$ cat config.mk
export PLATFORM = sky130hd
export DESIGN_NAME = pqss_front
export DESIGN_NICKNAME = d
export VERILOG_FILES = /design/src/hdl/priority_queue_sorted_store_unit_macros.svh /design/src/hdl/pqss_pkg.sv /design/src/hdl/pqss_front.sv
export SDC_FILE = /design/constraint.sdc
export NUM_CORES = 1
export LEC_CHECK = 0
export ABC_AREA = 1
export BUFFER_PORTS_ARGS = -buffer_cell sky130_fd_sc_hd__buf_2
export CORE_MARGIN = 2
export CORE_UTILIZATION = 47
export DETAILED_ROUTE_END_ITERATION = 16
export GPL_TIMING_DRIVEN = 0
export PLACE_DENSITY = 0.85
export SETUP_SLACK_MARGIN = 0.1
export SYNTH_ARGS = -nofsm -noshare
export SYNTH_HDL_FRONTEND = slang
export SYNTH_SLANG_ARGS = --single-unit
$ cat constraint.sdc
create_clock -name clk -period 4.35 [get_ports clk]
set_input_delay 0.87 -clock clk [delete_from_list [all_inputs] [get_ports clk]]
set_output_delay 0.87 -clock clk [all_outputs]
set_load 0.05 [all_outputs]
$ cat src/hdl/priority_queue_sorted_store_unit_macros.svh
// ----------------------------------------------------------------------------
// Priority queue sorted store - assertion macros
// Concurrent assertion helpers for the back end.
// ----------------------------------------------------------------------------
`ifndef PRIORITY_QUEUE_SORTED_STORE_UNIT_MACROS_SVH
`define PRIORITY_QUEUE_SORTED_STORE_UNIT_MACROS_SVH

// Same-cycle implication.
`define PQSS_ASSERT_IMPL(label, ante, cons) \
  label: assert property (@(posedge clk) disable iff (!rst_n) (ante) |-> (cons)) \
    else $error("pqss assertion failed");

// Next-cycle implication.
`define PQSS_ASSERT_NEXT(label, ante, cons) \
  label: assert property (@(posedge clk) disable iff (!rst_n) (ante) |=> (cons)) \
    else $error("pqss assertion failed");

`endif

$ cat src/hdl/pqss_pkg.sv
// ----------------------------------------------------------------------------
// Priority queue sorted store - package
// Shared types and codes for the front end, the back end and the top level.
// ----------------------------------------------------------------------------
package pqss_pkg;

  localparam int DATA_W = 32;
  localparam int OCC_W  = 7;
  localparam int QDEPTH = 2;

  localparam logic [1:0] ACT_INSERT  = 2'd0;
  localparam logic [1:0] ACT_REMOVE  = 2'd1;
  localparam logic [1:0] ACT_DEQUEUE = 2'd2;
  localparam logic [1:0] ACT_NONE    = 2'd3;

  localparam logic [1:0] ST_OK        = 2'd0;
  localparam logic [1:0] ST_FULL      = 2'd1;
  localparam logic [1:0] ST_NOT_FOUND = 2'd2;
  localparam logic [1:0] ST_EMPTY     = 2'd3;

  typedef struct packed {
    logic signed [DATA_W-1:0] value;
    logic signed [DATA_W-1:0] prio;
  } entry_t;

  typedef struct packed {
    logic [1:0] op;
    entry_t     ent;
  } cmd_t;

endpackage

$ cat src/hdl/pqss_front.sv
// ----------------------------------------------------------------------------
// Priority queue sorted store - front end
// Accepts input transfers, decodes the action and queues commands.
// ----------------------------------------------------------------------------
module pqss_front (
  input  logic                clk,
  input  logic                rst_n,
  input  logic                in_valid,
  output logic                in_stall,
  input  logic [1:0]          in_action,
  input  logic signed [31:0]  in_item_value,
  input  logic signed [31:0]  in_item_priority,
  output logic                cmd_valid,
  output pqss_pkg::cmd_t      cmd,
  input  logic                cmd_pop
);
  import pqss_pkg::*;

  cmd_t       q_r [QDEPTH];
  logic       wp_r, wp_nxt, rp_r, rp_nxt;
  logic [1:0] cnt_r, cnt_nxt;
  logic       push;
  cmd_t       dec;

  always_comb begin
    unique case (in_action)
      ACT_INSERT:  dec.op = ACT_INSERT;
      ACT_REMOVE:  dec.op = ACT_REMOVE;
      ACT_DEQUEUE: dec.op = ACT_DEQUEUE;
      default:     dec.op = ACT_NONE;
    endcase
    dec.ent.value = in_item_value;
    dec.ent.prio  = in_item_priority;
  end

  assign in_stall  = (cnt_r == 2'(QDEPTH));
  assign push      = in_valid && !in_stall;
  assign cmd_valid = (cnt_r != 2'd0);
  assign cmd       = q_r[rp_r];

  always_comb begin
    wp_nxt  = push ? ~wp_r : wp_r;
    rp_nxt  = cmd_pop ? ~rp_r : rp_r;
    cnt_nxt = cnt_r + 2'(push) - 2'(cmd_pop);
  end

  always_ff @(posedge clk) begin
    if (!rst_n) begin
      wp_r  <= 1'b0;
      rp_r  <= 1'b0;
      cnt_r <= 2'd0;
    end else begin
      wp_r  <= wp_nxt;
      rp_r  <= rp_nxt;
      cnt_r <= cnt_nxt;
    end
  end

  always_ff @(posedge clk) begin
    if (push) begin
      q_r[wp_r] <= dec;
    end
  end

endmodule

==> out/metrics.csv, run 1 <==
stage,metric,value,unit
run_status,status,"finished, final reports clean",
yosys,sequential share of the synthesized area,0.7866,
drt,Final ANT Viol Nets,0,
drt,vias,2645,
grt,overflow left after global routing,0,
power,clock share of power,0.370,
floorplanning,die width,108.8,um
critical_path,largest stage delay on the critical path,350,ps
timing,Layout Skew,9.473,ps
timing,fin crit share,0.6075,
power,static leakage,2.653,nW
finish,n_diodes,0,
grt,GR Util All Layers,0.1482,
drt,drt drc,0,
grt,vias in the first global route,2669,
yosys,Yosys warning count,0,
clock_network,clk sinks,137,
critical_path,CP bufs+invs,3,
flow_run,Max Cap Violations,0,
yosys,Post-Syn Area,5166,sq um
critical_path,WP data arrival,1770,ps
clock_network,"Clk Latency, worst-skew pair",500,ps
yosys,syn_area_per_cell,21.35,sq um
critical_path,Crit-path slowest cell,dfxtp_1,
drt,DR iter-0 viols,75,
power,Sequential Power Share,0.449,
drt,Routed WL per cell,15.29,um
clock_network,TritonCTS clock tree,built,
power,Sw Share,0.2759,
power,total power,0.003584,W
floorplanning,Placeable Area,10790,sq um
power,Logic pwr share,0.181,
clock_network,CTS Buf Count,17,
finish,Syn-to-layout area delta,28.87,%
floorplanning,Die Area,11850,sq um
clock_network,H-tree depth,4,
drt,highest metal used,met4,
timing,Slew HR,0.5545,
floorplanning,std cell rows,38,
clock_network,post-CTS resize count,0,
critical_path,Setup crit end kind,output pin,
power,Power Dens Cells,538.4,nW/um^2
finish,nets@finish,471,
grt,initial antenna violation count,0,
finish,share of layout cells above drive strength 1,0.5947,
placement,GPL Wtd Cong,0.6933,
drt,met3 wire len,569,um
critical_path,CP Max Fanout,10,
critical_path,Setup CP Type,reg2out,
drt,Pre-Repair DR Iteration Count,4,
clock_network,hold buffers post-CTS,0,
power,Sw Pwr,0.0009888,W
critical_path,CP dominant cell by count,buf_6,
drt,Metal-1 WL,3381,um
yosys,syn nets,314,
floorplanning,Die Span Y,108.8,um
placement,port bufs,135,
drt,met2 wire len,4381,um
clock_network,setup bufs post-CTS,0,
timing,final setup fails,0,
critical_path,Worst EP required,3480,ps
power,Int Pwr,0.002595,W
finish,"commonest non-fill, non-tap cell in the layout",buf_2,
timing,final hold viol count,0,
finish,most frequent cells in the layout,"137 x buf_2, 132 x edfxtp_1, 40 x mux2_4",
critical_path,Top Family by Delay on Critical Path,buffers and inverters,
timing,RSZ-0062 raised after global routing,no,
grt,largest net degree at the start of global routing,43,
yosys,post-synthesis cell count,242,
floorplanning,IO Count,138,
clock_network,Root Driver,clkbuf_8,
drt,WL final,8442,um
drt,vias per cell,4.792,
yosys,synthesized flop and latch total,137,
timing,Setup TNS,0,ps
placement,DP Wirelength,5884,um
critical_path,CP startpoint kind,flop,
floorplanning,initial core utilization,0.4787,
timing,FMAX,378.4,MHz
timing,minimum clock period,2643,ps
timing,Final Max Tran Viols,0,
power,peak supply drop,0.2806,mV
hold_path,hold crit path type,reg2reg,
clock_network,clock slew at reported path FFs,60,ps
timing,Worst Tran Pin Value,666.7,ps
critical_path,"Critical Path, Cell by Cell",buf_6 -> buf_6 -> mux2_4 -> buf_2,
grt,first-pass GRT wire length,12790,um
yosys,Cell variety after synth,13,
clock_network,clk buf depth,2,
-- cell type report --
class,instances,area [sq um]
fill,791,4135
buffer,9,73.82
multi-input combinational,88,1006
timing repair buffer,138,743.2
inverter,8,30.03
sequential,137,4064
clock inverter,15,151.4
clock buffer,17,414.1
tap,140,175.2
-- logic make-up (layout without fill, tap and decap cells) --
group / count (synthesis) / after routing / synth area share
multiplexers: 66 / 66 / 0.1729
AND/OR/NAND/NOR: 18 / 18 / 0.01356
flip-flops: 137 / 137 / 0.7866
buffers and inverters: 17 / 187 / 0.02010
AO/OA/AOI/OAI: 2 / 2 / 0.001938
adder cells (fa/ha/maj): 2 / 2 / 0.004843
-- final timing paths --
check,startpoint,to,slack [ps],cells after the start
worst max-delay path,flop,cmd[29],1710,4
worst min-delay path,rp_r,rp_r,500,2
worst max register to register,cnt_r[0],q_r[0][35],2400,6
worst min register to register,rp_r,rp_r,500,2
-- stage by stage --
step                area (sq um)  hold slack (ps)  setup WS, ps  utilization  std cells
floorplan                   5166            463.5         163.8            -        242
global placement            6017            478.9         -1353       0.5575        517
detailed placement          6092            490.5          1911       0.5645        520
CTS                         6658            504.6          1656       0.6169        552
global route                6658            520.8          1611       0.6169        552
finish                      6658            498.9          1707       0.6169        552
-- worst reg2reg max path, delay by kind of cell, from the launching register on --
kind	cells	cell delay [ps]
simple gates	3	790
flops	1	340
buf+inv	3	510
-- flip-flops by register name, indices dropped and copies added, names as in the netlist, named ones only --
name   count
cnt_r      2
q_r      132
rp_r       1
wp_r       1
-- power by group through the flow --
stage	logic (W)	clock network (W)	registers [W]
finish	0.000648	0.00133	0.00161
global placement	0.000624	0	0.00164
floorplan	0.000493	0	0.00164
detailed placement	0.000657	0	0.00164
CTS	0.000659	0.00136	0.00161
global route	0.000688	0.00143	0.00162
-- per-layer routing --
layer  GRT usage  vias up
li1            -     1253
met5           0        -
met1      0.1640     1288
met4     0.06227        0
met3     0.05858       12
met2      0.2545       92
-- cell usage after synthesis --
cell,instances,share of area
a21oi_1,2,0.0019
buf_2,2,0.0019
buf_6,5,0.011
clkbuf_1,2,0.0015
dfxtp_1,5,0.019
edfxtp_1,132,0.77
ha_1,2,0.0048
inv_1,8,0.0058
mux2_2,26,0.057
mux2_4,40,0.12
nand2_1,10,0.0073
nand3_1,2,0.0019
nor2_1,6,0.0044
Note: power is estimated with default switching activity, not from simulation.
==> inputs of run 2 (changes only) <==
Clock period 4.35 ns to 2.2 ns, I/O delays scaled along.
==> out/metrics.csv, run 2 (synthesis results as in run 1) <==
stage,metric,value,unit,change
power,Sw Pwr,0.001955,W,was 0.0009888 W
critical_path,Worst EP required,1760,ps,was 3480 ps
grt,first-pass GRT wire length,13420,um,was 12790 um
finish,share of layout cells above drive strength 1,0.5884,,was 0.5947
placement,DP Wirelength,5905,um,was 5884 um
grt,overflow left after global routing,0,,unchanged
clock_network,H-tree depth,4,,unchanged
timing,fin crit share,0.9542,,
finish,Biggest register,q_r,,unchanged
finish,"commonest non-fill, non-tap cell in the layout",edfxtp_1,,was buf_2
timing,final hold viol count,0,,unchanged
drt,drt drc,0,,unchanged
critical_path,Setup crit end kind,output pin,,unchanged
finish,flip-flop count of the largest register after layout,132,,unchanged
timing,RSZ-0062 raised after global routing,yes,,was no
drt,DR iter-0 viols,94,,was 75
power,static leakage,2.748,nW,was 2.653 nW
drt,Pre-Repair DR Iteration Count,4,,unchanged
timing,FMAX,476.4,MHz,
timing,minimum clock period,2099,ps,
drt,met3 wire len,622,um,was 569 um
run_status,status,"finished, final reports clean",,unchanged
drt,met2 wire len,4755,um,was 4381 um
clock_network,setup bufs post-CTS,0,,unchanged
floorplanning,Die Span Y,108.8,um,unchanged
clock_network,"Clk Latency, worst-skew pair",500,ps,about the same
drt,Metal-1 WL,3366,um,was 3381 um
drt,WL final,8857,um,was 8442 um
floorplanning,std cell rows,38,,unchanged
floorplanning,Die Area,11850,sq um,unchanged
critical_path,R2R Setup Slk,280,ps,was 2400 ps
timing,Final Max Tran Viols,0,,unchanged
power,Power Dens Cells,1046,nW/um^2,was 538.4 nW/um^2
finish,Syn-to-layout area delta,35.24,%,was 28.87%
placement,GPL Wtd Cong,0.6977,,was 0.6933
clock_network,clk buf depth,2,,unchanged
drt,highest metal used,met4,,unchanged
timing,Layout Skew,5.624,ps,was 9.473 ps
timing,final worst setup slack,100.8,ps,was 1707 ps
placement,Setup WS pre-CTS,213.0,ps,was 1911 ps
grt,initial antenna violation count,1,,was 0
clock_network,CTS Buf Count,17,,unchanged
hold_path,hold crit path type,in2reg,,was reg2reg
critical_path,CP Max Fanout,10,,unchanged
flow_run,Max Cap Violations,0,,unchanged
critical_path,WP data arrival,1660,ps,was 1770 ps
power,total power,0.007309,W,was 0.003584 W
power,Int Pwr,0.005355,W,was 0.002595 W
grt,vias in the first global route,2823,,was 2669
finish,most frequent cells in the layout,"132 x edfxtp_1, 90 x buf_2, 42 x mux2_4",,"was 137 x buf_2, 132 x edfxtp_1, 40 x mux2_4"
drt,Routed WL per cell,15.99,um,was 15.29 um
clock_network,clock slew at reported path FFs,60,ps,about the same
timing,final setup fails,0,,unchanged
floorplanning,Placeable Area,10790,sq um,unchanged
finish,nets@finish,472,,was 471
floorplanning,initial core utilization,0.4787,,unchanged
clock_network,Root Driver,clkbuf_8,,unchanged
grt,largest net degree at the start of global routing,41,,was 43
grt,GR Util All Layers,0.1572,,was 0.1482
timing,Slew HR,0.5815,,was 0.5545
drt,Final ANT Viol Nets,0,,unchanged
power,Logic pwr share,0.196,,was 0.181
clock_network,clk sinks,137,,unchanged
floorplanning,die width,108.8,um,unchanged
timing,Worst Tran Pin Value,626.5,ps,was 666.7 ps
drt,vias,2650,,was 2645
floorplanning,IO Count,138,,unchanged
power,peak supply drop,0.5998,mV,was 0.2806 mV
placement,port bufs,135,,unchanged
finish,biggest registers after layout,"q_r (132), cnt_r (2)",,unchanged
drt,vias per cell,4.783,,was 4.792
critical_path,CP startpoint kind,flop,,unchanged
critical_path,Setup CP Type,reg2out,,unchanged
power,Sequential Power Share,0.436,,was 0.449
power,clock share of power,0.368,,was 0.370
power,Sw Share,0.2674,,was 0.2759
clock_network,TritonCTS clock tree,built,,unchanged
## run 2: cell count changes in the layout (fill, tap and decap cells not counted), moves of 3 or more
cell | previous run | this run
buf_4 | 0 | 18
clkinv_2 | 5 | 2
clkinv_4 | 3 | 0
buf_6 | 5 | 27
buf_2 | 137 | 90
clkinv_1 | 0 | 3
clkinvlp_4 | 3 | 7
buf_12 | 2 | 8
## run 2: repair_timing
action	4_1_cts	5_1_grt
setup endpoints to repair	61	65
resized for setup	77	15
hold buffers	0	0
gates cloned	1	0
pin swaps	0	0
## run 2: power groups by stage
| stage | logic, W | clock network [W] | registers, W |
|---|---|---|---|
| global placement | 0.00124 | 0 | 0.00323 |
| CTS | 0.00142 | 0.00275 | 0.00319 |
| global route | 0.00151 | 0.00289 | 0.00320 |
| detailed placement | 0.00129 | 0 | 0.00324 |
| finish | 0.00143 | 0.00269 | 0.00318 |
| floorplan | 0.000980 | 0 | 0.00322 |
## run 2: cell type report
cell class              count  area [sq um]
flip-flops and latches    137          4068
fillers                   778          3806
multi-input cells          88          1013
repair buffers            139         997.2
clock buffers              18         417.9
well taps                 140         175.2
clock inverters            14         156.4
plain buffers               9         122.6
inverters                   8         33.78
diodes                      1         2.502
## run 2: metal layers
| layer | GRT usage | vias to the layer above |
|---|---|---|
| met3 | 0.06455 | 10 |
| met2 | 0.2737 | 92 |
| met5 | 0 | - |
| met1 | 0.1694 | 1294 |
| met4 | 0.06502 | 0 |
| li1 | - | 1254 |
## run 2: path summary, 6_finish.rpt
kind | start | end | cells past startpoint
setup / recovery | flop | cmd[57] | 4
hold / removal | in_item_value[4] | q_r[0][36] | 1
setup reg to reg | cnt_r[0] | q_r[1][57] | 5
hold reg to reg | rp_r | flop | 2
## run 2: through the flow
stage	std cells	hold slack [ps]	area [sq um]	setup TNS, ps	util
global placement	517	474.2	6028	-49600	0.5585
global route	553	85.67	6984	0	0.6471
detailed placement	520	497.0	6088	0	0.5641
finish	554	120.0	6987	0	0.6473
CTS	553	95.25	6928	0	0.6419
floorplan	242	463.5	5177	0	-
## run 2: critical path: stages (launching register included)
cell and delay (ps):
dfxtp_4 370, buf_12 140, buf_12 150, mux2_4 300, buf_4 190
